### config.mk
export PLATFORM = sky130hd
export DESIGN_NAME = two_class_priority_queue
export DESIGN_NICKNAME = d
export VERILOG_FILES = /design/src/hw/rtl/tcpq_pkg.sv /design/src/hw/rtl/tcpq_ram.sv /design/src/hw/rtl/two_class_priority_queue.sv
export VERILOG_INCLUDE_DIRS = /design/src /design/src/hw/rtl
export SDC_FILE = /design/constraint.sdc
export NUM_CORES = 2
export LEC_CHECK = 0
export BUFFER_PORTS_ARGS = -buffer_cell sky130_fd_sc_hd__buf_2
export CORE_MARGIN = 2
export CORE_UTILIZATION = 45
export DETAILED_ROUTE_END_ITERATION = 6
export GPL_TIMING_DRIVEN = 0
export PLACE_DENSITY_LB_ADDON = 0.2
export SETUP_SLACK_MARGIN = 0.4
export SLEW_MARGIN = 20
export SYNTH_ARGS = -nofsm -noshare
export SYNTH_HDL_FRONTEND = slang
export SYNTH_HIERARCHICAL = 1
export SYNTH_SLANG_ARGS = --single-unit
### constraint.sdc
create_clock -name i_clk -period 9.55 [get_ports i_clk]
set_input_delay 1.91 -clock i_clk [delete_from_list [all_inputs] [get_ports i_clk]]
set_output_delay 1.91 -clock i_clk [all_outputs]
set_load 0.005 [all_outputs]
### src/hw/rtl/assert_macros.svh
// Assertion macros for the RTL of the two-class priority queue.
`ifndef ASSERT_MACROS_SVH
`define ASSERT_MACROS_SVH

// A condition that must hold at every clock edge outside reset.
`define ASSERT_ALWAYS(label, expr, msg) \
    label: assert property (@(posedge i_clk) disable iff (!i_rst_n) (expr)) \
        else $error(msg);

// A condition that, when true, must be followed in the same cycle by another.
`define ASSERT_IMPLY(label, ante, cons, msg) \
    label: assert property (@(posedge i_clk) disable iff (!i_rst_n) (ante) |-> (cons)) \
        else $error(msg);

// A condition that, when true, must be followed in the next cycle by another.
`define ASSERT_NEXT(label, ante, cons, msg) \
    label: assert property (@(posedge i_clk) disable iff (!i_rst_n) (ante) |=> (cons)) \
        else $error(msg);

`endif

### src/hw/rtl/tcpq_pkg.sv
// Package of constants, codes and entry types for the two-class priority queue.
`timescale 1ns / 1ps

package tcpq_pkg;

    localparam int URG_DEPTH = 16;
    localparam int REG_DEPTH = 16;
    localparam int ID_BITS   = 16;

    localparam int URG_AW    = $clog2(URG_DEPTH);
    localparam int REG_AW    = $clog2(REG_DEPTH);
    localparam int URG_CNT_W = $clog2(URG_DEPTH + 1);
    localparam int REG_CNT_W = $clog2(REG_DEPTH + 1);

    typedef enum logic [1:0] {
        KIND_ADD_URG = 2'd0,
        KIND_ADD_REG = 2'd1,
        KIND_SERVE   = 2'd2
    } t_kind;

    typedef enum logic [2:0] {
        ST_ADDED   = 3'd0,
        ST_FULL    = 3'd1,
        ST_SRV_URG = 3'd2,
        ST_SRV_REG = 3'd3,
        ST_EMPTY   = 3'd4
    } t_status;

    typedef struct packed {
        logic [ID_BITS-1:0] id;
        logic [15:0]        tag;
        logic [3:0]         sev;
    } t_urg_entry;

    typedef struct packed {
        logic [ID_BITS-1:0] id;
        logic [15:0]        tag;
    } t_reg_entry;

endpackage

### src/hw/rtl/tcpq_ram.sv
// Generic single-clock RAM with one write port and one registered read port.
`timescale 1ns / 1ps

module tcpq_ram #(
    parameter int WIDTH = 8,
    parameter int DEPTH = 16
) (
    input  logic                     i_clk,
    input  logic                     i_we,
    input  logic [$clog2(DEPTH)-1:0] i_waddr,
    input  logic [WIDTH-1:0]         i_wdata,
    input  logic [$clog2(DEPTH)-1:0] i_raddr,
    output logic [WIDTH-1:0]         o_rdata
);

    logic [WIDTH-1:0] r_mem [DEPTH];
    logic [WIDTH-1:0] r_rdata;

    always_ff @(posedge i_clk) begin
        if (i_we) begin
            r_mem[i_waddr] <= i_wdata;
        end
        r_rdata <= r_mem[i_raddr];
    end

    assign o_rdata = r_rdata;

endmodule

### src/hw/rtl/two_class_priority_queue.sv
// Each request ends in S_DONE, after S_R_HEAD for a regular serve, S_U_INS for an urgent
// add and S_U_HEAD, S_U_SHIFT for an urgent serve; the urgent store is shifted one entry a
// cycle through its RAM port, and S_U_SHIFT is skipped when a serve empties the store.
// One request is in work at a time; the next is accepted once the result has moved into
// the output register. Reset clears both counts, the FIFO head and the result valid flag
// and sets the sequence to one; the store RAMs are not cleared.
`timescale 1ns / 1ps
`include "assert_macros.svh"

module two_class_priority_queue (
    input  logic        i_clk,
    input  logic        i_rst_n,
    input  logic        i_in_valid,
    output logic        o_in_ready,
    input  logic [1:0]  i_kind,
    input  logic [15:0] i_tag,
    input  logic [3:0]  i_severity,
    output logic        o_out_valid,
    input  logic        i_out_ready,
    output logic [2:0]  o_status,
    output logic [15:0] o_entry_id,
    output logic [15:0] o_entry_tag,
    output logic [3:0]  o_entry_severity,
    output logic [4:0]  o_urgent_count,
    output logic [4:0]  o_regular_count
);

    import tcpq_pkg::*;

    typedef enum logic [2:0] {
        S_IDLE,
        S_U_INS,
        S_U_HEAD,
        S_U_SHIFT,
        S_R_HEAD,
        S_DONE
    } t_state;

    // Control state
    t_state                r_state, n_state;
    logic [URG_CNT_W-1:0]  r_ucnt, n_ucnt;
    logic [REG_CNT_W-1:0]  r_rcnt, n_rcnt;
    logic [REG_AW-1:0]     r_rhead, n_rhead;
    logic [ID_BITS-1:0]    r_seq, n_seq;
    logic                  r_out_valid, n_out_valid;

    // Request and result payload
    logic [15:0]           r_tag, n_tag;
    logic [3:0]            r_sev, n_sev;
    logic [ID_BITS-1:0]    r_id, n_id;
    logic [URG_CNT_W-1:0]  r_idx, n_idx;
    t_status               r_res_status, n_res_status;
    logic [ID_BITS-1:0]    r_res_id, n_res_id;
    logic [15:0]           r_res_tag, n_res_tag;
    logic [3:0]            r_res_sev, n_res_sev;
    t_status               r_o_status, n_o_status;
    logic [15:0]           r_o_id, n_o_id;
    logic [15:0]           r_o_tag, n_o_tag;
    logic [3:0]            r_o_sev, n_o_sev;
    logic [4:0]            r_o_ucnt, n_o_ucnt;
    logic [4:0]            r_o_rcnt, n_o_rcnt;

    // RAM ports
    logic                  u_we;
    logic [URG_AW-1:0]     u_waddr, u_raddr;
    t_urg_entry            u_wdata, u_rdata;
    logic                  g_we;
    logic [REG_AW-1:0]     g_waddr, g_raddr;
    t_reg_entry            g_wdata, g_rdata;

    logic [REG_CNT_W:0]    reg_sum;
    logic [REG_AW-1:0]     reg_tail;
    logic                  in_acc;

    tcpq_ram #(
        .WIDTH ($bits(t_urg_entry)),
        .DEPTH (URG_DEPTH)
    ) u_urg_ram (
        .i_clk   (i_clk),
        .i_we    (u_we),
        .i_waddr (u_waddr),
        .i_wdata (u_wdata),
        .i_raddr (u_raddr),
        .o_rdata (u_rdata)
    );

    tcpq_ram #(
        .WIDTH ($bits(t_reg_entry)),
        .DEPTH (REG_DEPTH)
    ) u_reg_ram (
        .i_clk   (i_clk),
        .i_we    (g_we),
        .i_waddr (g_waddr),
        .i_wdata (g_wdata),
        .i_raddr (g_raddr),
        .o_rdata (g_rdata)
    );

    assign in_acc  = i_in_valid && o_in_ready;
    assign reg_sum = (REG_CNT_W + 1)'(r_rhead) + (REG_CNT_W + 1)'(r_rcnt);
    assign reg_tail = (reg_sum >= (REG_CNT_W + 1)'(REG_DEPTH))
                    ? REG_AW'(reg_sum - (REG_CNT_W + 1)'(REG_DEPTH))
                    : REG_AW'(reg_sum);

    always_comb begin
        n_state      = r_state;
        n_ucnt       = r_ucnt;
        n_rcnt       = r_rcnt;
        n_rhead      = r_rhead;
        n_seq        = r_seq;
        n_out_valid  = r_out_valid;
        n_tag        = r_tag;
        n_sev        = r_sev;
        n_id         = r_id;
        n_idx        = r_idx;
        n_res_status = r_res_status;
        n_res_id     = r_res_id;
        n_res_tag    = r_res_tag;
        n_res_sev    = r_res_sev;
        n_o_status   = r_o_status;
        n_o_id       = r_o_id;
        n_o_tag      = r_o_tag;
        n_o_sev      = r_o_sev;
        n_o_ucnt     = r_o_ucnt;
        n_o_rcnt     = r_o_rcnt;

        u_we    = 1'b0;
        u_waddr = URG_AW'(r_idx);
        u_wdata = '{id: r_id, tag: r_tag, sev: r_sev};
        u_raddr = '0;
        g_we    = 1'b0;
        g_waddr = reg_tail;
        g_wdata = '{id: r_seq, tag: i_tag};
        g_raddr = r_rhead;

        if (r_out_valid && i_out_ready) begin
            n_out_valid = 1'b0;
        end

        unique case (r_state)
            S_IDLE: begin
                if (i_in_valid) begin
                    n_tag        = i_tag;
                    n_sev        = i_severity;
                    n_res_id     = '0;
                    n_res_tag    = '0;
                    n_res_sev    = '0;
                    n_res_status = ST_EMPTY;
                    n_state      = S_DONE;
                    case (t_kind'(i_kind))
                        KIND_ADD_URG: begin
                            if (r_ucnt == URG_CNT_W'(URG_DEPTH)) begin
                                n_res_status = ST_FULL;
                            end else begin
                                n_res_status = ST_ADDED;
                                n_res_id     = r_seq;
                                n_id         = r_seq;
                                n_seq        = r_seq + ID_BITS'(1);
                                n_ucnt       = r_ucnt + URG_CNT_W'(1);
                                // Walk from the tail towards the head, shifting lower
                                // severities back by one until the insert point is found.
                                n_idx        = r_ucnt;
                                u_raddr      = URG_AW'(r_ucnt - URG_CNT_W'(1));
                                n_state      = S_U_INS;
                            end
                        end
                        KIND_ADD_REG: begin
                            if (r_rcnt == REG_CNT_W'(REG_DEPTH)) begin
                                n_res_status = ST_FULL;
                            end else begin
                                g_we         = 1'b1;
                                n_res_status = ST_ADDED;
                                n_res_id     = r_seq;
                                n_seq        = r_seq + ID_BITS'(1);
                                n_rcnt       = r_rcnt + REG_CNT_W'(1);
                            end
                        end
                        KIND_SERVE: begin
                            if (r_ucnt != '0) begin
                                u_raddr = '0;
                                n_state = S_U_HEAD;
                            end else if (r_rcnt != '0) begin
                                g_raddr = r_rhead;
                                n_state = S_R_HEAD;
                            end
                        end
                        default: begin
                            n_res_status = ST_EMPTY;
                        end
                    endcase
                end
            end
            S_U_INS: begin
                u_we = 1'b1;
                if (r_idx == '0 || u_rdata.sev >= r_sev) begin
                    n_state = S_DONE;
                end else begin
                    u_wdata = u_rdata;
                    n_idx   = r_idx - URG_CNT_W'(1);
                    u_raddr = URG_AW'(r_idx - URG_CNT_W'(2));
                end
            end
            S_U_HEAD: begin
                n_res_status = ST_SRV_URG;
                n_res_id     = u_rdata.id;
                n_res_tag    = u_rdata.tag;
                n_res_sev    = u_rdata.sev;
                n_ucnt       = r_ucnt - URG_CNT_W'(1);
                if (r_ucnt == URG_CNT_W'(1)) begin
                    n_state = S_DONE;
                end else begin
                    n_idx   = URG_CNT_W'(1);
                    u_raddr = URG_AW'(1);
                    n_state = S_U_SHIFT;
                end
            end
            S_U_SHIFT: begin
                // The count is already reduced, so the last entry to move sits at r_ucnt.
                u_we    = 1'b1;
                u_waddr = URG_AW'(r_idx - URG_CNT_W'(1));
                u_wdata = u_rdata;
                if (r_idx == r_ucnt) begin
                    n_state = S_DONE;
                end else begin
                    n_idx   = r_idx + URG_CNT_W'(1);
                    u_raddr = URG_AW'(r_idx + URG_CNT_W'(1));
                end
            end
            S_R_HEAD: begin
                n_res_status = ST_SRV_REG;
                n_res_id     = g_rdata.id;
                n_res_tag    = g_rdata.tag;
                n_res_sev    = '0;
                n_rcnt       = r_rcnt - REG_CNT_W'(1);
                n_rhead      = (r_rhead == REG_AW'(REG_DEPTH - 1))
                             ? '0 : r_rhead + REG_AW'(1);
                n_state      = S_DONE;
            end
            S_DONE: begin
                if (!r_out_valid || i_out_ready) begin
                    n_o_status  = r_res_status;
                    n_o_id      = 16'(r_res_id);
                    n_o_tag     = r_res_tag;
                    n_o_sev     = r_res_sev;
                    n_o_ucnt    = 5'(r_ucnt);
                    n_o_rcnt    = 5'(r_rcnt);
                    n_out_valid = 1'b1;
                    n_state     = S_IDLE;
                end
            end
            default: begin
                n_state = S_IDLE;
            end
        endcase
    end

    always_ff @(posedge i_clk) begin
        if (!i_rst_n) begin
            r_state     <= S_IDLE;
            r_ucnt      <= '0;
            r_rcnt      <= '0;
            r_rhead     <= '0;
            r_seq       <= ID_BITS'(1);
            r_out_valid <= 1'b0;
        end else begin
            r_state     <= n_state;
            r_ucnt      <= n_ucnt;
            r_rcnt      <= n_rcnt;
            r_rhead     <= n_rhead;
            r_seq       <= n_seq;
            r_out_valid <= n_out_valid;
        end
        r_tag        <= n_tag;
        r_sev        <= n_sev;
        r_id         <= n_id;
        r_idx        <= n_idx;
        r_res_status <= n_res_status;
        r_res_id     <= n_res_id;
        r_res_tag    <= n_res_tag;
        r_res_sev    <= n_res_sev;
        r_o_status   <= n_o_status;
        r_o_id       <= n_o_id;
        r_o_tag      <= n_o_tag;
        r_o_sev      <= n_o_sev;
        r_o_ucnt     <= n_o_ucnt;
        r_o_rcnt     <= n_o_rcnt;
    end

    assign o_in_ready       = (r_state == S_IDLE);
    assign o_out_valid      = r_out_valid;
    assign o_status         = r_o_status;
    assign o_entry_id       = r_o_id;
    assign o_entry_tag      = r_o_tag;
    assign o_entry_severity = r_o_sev;
    assign o_urgent_count   = r_o_ucnt;
    assign o_regular_count  = r_o_rcnt;

    `ASSERT_ALWAYS(a_cnt_bound, (r_ucnt <= URG_CNT_W'(URG_DEPTH)) && (r_rcnt <= REG_CNT_W'(REG_DEPTH)), "store count exceeds its depth")
    `ASSERT_NEXT(a_busy_after_req, in_acc, !o_in_ready, "a second request was taken while one is in work")
    `ASSERT_IMPLY(a_seq_on_req, !$stable(r_seq), $past(in_acc), "sequence moved without a request")
    `ASSERT_IMPLY(a_no_entry_fields, o_out_valid && (o_status == ST_FULL || o_status == ST_EMPTY), (o_entry_id == '0) && (o_entry_tag == '0) && (o_entry_severity == '0), "reject or empty result carries entry fields")

endmodule
==> Implementation_results.wiki <==
{| class="wikitable"
! Metric !! Value
|-
| Run status || finished, final reports clean
|-
| Adder-cell share of the synthesized area || 0.00656
|-
| Buffers plus inverters on the worst setup path || 3
|-
| Biggest area contributors in the synthesized netlist || sky130_fd_sc_hd__edfxtp_1 (73%), sky130_fd_sc_hd__mux4_2 (12%), sky130_fd_sc_hd__dfxtp_1 (4.1%), sky130_fd_sc_hd__a22oi_1 (2.0%), sky130_fd_sc_hd__nand2_1 (1.1%)
|-
| Routability-driven placement congestion ratio || ~0.86
|-
| Final number of setup-violating endpoints || 0
|-
| Layer carrying the most global-route usage || met2
|-
| Post-synthesis sequential area ratio || 0.772
|-
| Number of distinct standard cells referenced by the synthesized netlist || 66
|-
| Number of antenna-violating nets in the routed design || 0
|-
| Met1 capacity usage during global routing || 0.311
|-
| Share of the synthesized area in compound gates (AO/OA/AOI/OAI) || 0.0392
|-
| Standard-cell rows || ~120
|-
| Maximum number of pins on one net before global-route repair || 29
|-
| Slowest library cell on the worst path || sky130_fd_sc_hd__clkbuf_1
|-
| Most area-hungry cell type in the Yosys netlist || sky130_fd_sc_hd__edfxtp_1
|-
| Type of the tightest min-delay check || flop to flop
|-
| Final WL || between 100000 and 150000 um
|-
| Largest incremental delay on the critical path || 0.73 ns
|-
| Wire length of the first global-routing pass || 177000 um
|-
| Met2 GRT Util || 0.341
|-
| First-pass detailed-route iteration total || 6
|-
| Met3 capacity usage during global routing || 0.0427
|-
| Chip width || 337 um
|-
| Setup Crit Path Kind || input pin to flop
|-
| CP Data Arrival Time || about 5 ns
|-
| Count of maximum capacitance violations || 0
|-
| Sinks on Clock Net || ~1300
|-
| Area grow syn2layout || 16.4%
|-
| Number of DRC markers after the initial detailed-route iteration || around 3000
|-
| Setup repair after global routing missed its margin || false
|-
| Root buf cell || sky130_fd_sc_hd__clkbuf_16
|-
| Setup fix buffers added after clock tree synthesis || 0
|-
| Post-route setup TNS || 0 ns
|-
| Post-layout instance count excluding filler cells || 4330
|-
| Final critical-path share of the clock period || 0.462
|-
| Cell-by-cell trace of the critical path || buf_2 -> nand2b_1 -> nor2_1 -> nand2_1 -> o221ai_1 -> nor2b_1 -> clkbuf_1 -> clkbuf_1 -> a22oi_1 -> nand2_1
|-
| Static leakage || around 19 nW
|-
| Primary flip-flop cell chosen by synthesis mapping || sky130_fd_sc_hd__edfxtp_1
|-
| Number of vias after detailed routing || 25400
|-
| Area of the die || about 110000 um^2
|-
| Detailed Place HPWL || roughly 80000 um
|-
| Fin nets || between 2000 and 3000
|-
| Largest fanout on the critical path || 10
|-
| Async S/R FF share, synth || 0
|-
| Worst slew pin tran || between 1 and 1.5 ns
|-
| Count leader, synth || sky130_fd_sc_hd__edfxtp_1
|-
| DRC errors left || 0
|-
| Number of synthesized flops with an enable pin || ~1200
|-
| Multi-input gate area in the final layout || ~11000 um^2
|-
| Clock-pin slew on the worst setup and hold paths || 0.06 ns
|-
| Cts bufs inserted || between 100 and 150
|-
| Total instance count after detailed placement || 4078
|-
| Antenna violations before repair || 5
|-
| Average routed wire per standard cell || approximately 28 um
|-
| Combined global-route utilization of all metal layers || 0.217
|-
| Avg Cell Area, Syn || between 20 and 25 um^2
|-
| Number of buffers inserted by hold repair at cts || 0
|-
| Total global routing overflow || 0
|-
| Die height || roughly 340 um
|-
| Mux contribution to synthesized area || 0.131
|-
| Worst EP required || between 10 and 15 ns
|-
| Resized cells post-CTS || 0
|-
| Max Clk Rate || 226 MHz
|-
| Yosys Warn Count || 6
|-
| Post-detailed-route via-to-cell ratio || around 6
|-
| Pwr per Cell Area || between 200 and 300 nW/um^2
|-
| Worst relative slew slack || 0.226
|-
| Endpoint type of the worst setup path || flop
|-
| Total count of hold-check failures in the final report || 0
|-
| Number of cells produced by synthesis || between 2000 and 2500
|-
| Most frequent cells after synthesis || sky130_fd_sc_hd__edfxtp_1 (1217), sky130_fd_sc_hd__mux4_2 (272), sky130_fd_sc_hd__nand2_1 (145)
|-
| Clock Tree Buf Depth || 3
|-
| Syn nets || between 2000 and 2500
|-
| Type of element launching the critical path || input pin
|-
| Number of levels the H-tree was split into || 4
|-
| Mapped Area || roughly 50000 um^2
|-
| Count of input and output buffers || 76
|-
| Total power || 15.4 mW
|-
| Starting density of the core || 0.453
|-
| Maximum resistive drop on vdd || between 0.0002 and 0.00025 V
|-
| Vias in the first global route || 25700
|-
| Clock tree from TritonCTS || done
|-
| Post-synth top area share || 0.731
|-
| XOR/XNOR Fraction of Synth Area || 0.00561
|-
| Final core utilization || 0.527
|-
| Max Clock Skew || roughly 0.029 ns
|-
| Main combinational cell family by area after synthesis || multiplexers
|-
| Area of the core region || around 110000 um^2
|-
| FF+latch area || 38600 um^2
|-
| Simple-Gate Fraction of Synth Area || 0.0272
|-
| Pins over their slew limit || 0
|-
| Total of fill cells in the finished design || around 8500
|-
| Kind of cell with the highest combined delay on the critical path || buffers and inverters
|-
| Fraction of layout instances using a drive strength above 1 || 0.268
|-
| Number of synthesized register bits || between 1000 and 1500
|-
| Post-layout minimum cycle time || around 4.4 ns
|-
| Clock insertion delay at the later pin of the skew report || about 0.74 ns
|-
| I/O pin count || just under 80
|}
-- through the flow --
| step | cell area (um^2) | setup WS (ns) | hold slack [ns] |
|---|---|---|---|
| 6_report | 58200 | 5.13 | 0.419 |
| 2_1_floorplan | 50000 | 3.87 | 0.400 |
| 3_5_place_dp | 53800 | 4.45 | 0.405 |
| 3_3_place_gp | 52200 | 0.926 | 0.403 |
| 4_1_cts | 58100 | 5.22 | 0.419 |
| 5_1_grt | 58200 | 4.95 | 0.425 |
-- path summary, 6_finish.rpt --
check	from	to	slack, ns	cells after the start
worst min register to register	r_res_id[15]	o_entry_id[15]	0.42	0
worst min-delay path	r_res_id[15]	o_entry_id[15]	0.42	0
worst max register to register	r_ucnt[0]	u_urg_ram/o_rdata[17]	5.18	12
worst max-delay path	i_kind[1]	u_urg_ram/o_rdata[17]	5.13	10
-- cell usage in the layout (no fill, tap or decap), drive strengths merged, types with 40 or more instances in the layout --
| cell type | netlist | layout |
|---|---|---|
| edfxtp | 1217 | 1217 |
| dfxtp | 102 | 102 |
| buf | 63 | 220 |
| clkinv | 2 | 40 |
| a22oi | 136 | 136 |
| clkbuf | 60 | 254 |
| nand2 | 145 | 145 |
| mux4 | 272 | 272 |
| nor2 | 48 | 48 |
| mux2i | 44 | 44 |
| inv | 74 | 83 |
-- cells by family (layout without fill, tap and decap cells) --
family | count (synthesis) | count (layout)
buffers and inverters | 199 | 607
adders and majority gates | 25 | 25
other | 0 | 1
and+or+nand+nor | 289 | 289
xor gates and xnor gates | 32 | 32
muxes | 316 | 316
AOI/OAI and AO/OA | 253 | 253
DFF | 1319 | 1319
-- power by group --
group | leakage [nW] | switching (mW) | internal (mW)
logic | 4.73 | 1.87 | 1.14
clock network | 2.11 | 2.15 | 2.96
registers | 12.3 | 0.247 | 7.07
-- flip-flops by register name, summed over array words and instances, names as in the netlist, 3 cells and up --
name / count
u_urg_ram/r_mem: 576
o_urgent_count: 5
r_state: 3
r_res_tag: 16
o_regular_count: 5
r_ucnt: 5
r_sev: 4
u_urg_ram/o_rdata: 36
u_reg_ram/r_mem: 512
o_entry_tag: 16
r_tag: 16
o_status: 3
r_res_sev: 4
r_rhead: 4
r_seq: 16
u_reg_ram/o_rdata: 32
r_id: 16
r_rcnt: 5
o_entry_severity: 4
r_res_id: 16
r_res_status: 3
r_idx: 5
o_entry_id: 16
-- routing by layer --
metal / vias to the layer above / wire length (um)
met1: 13500 / 52100
met5: - / 46
met4: 8 / 2790
met3: 200 / 9160
li1: 10600 / -
met2: 1054 / 57900
-- layout make-up --
type                       count  share of cell area
tap                         1488              0.0320
inverter                      76             0.00499
antenna                        1           0.0000430
timing repair buffer         157              0.0280
sequential                  1319               0.663
clock inverter                57             0.00791
buffer                       123              0.0109
clock buffer                 194              0.0663
multi-input combinational    915               0.187
Power figures use the tool's default switching activity.
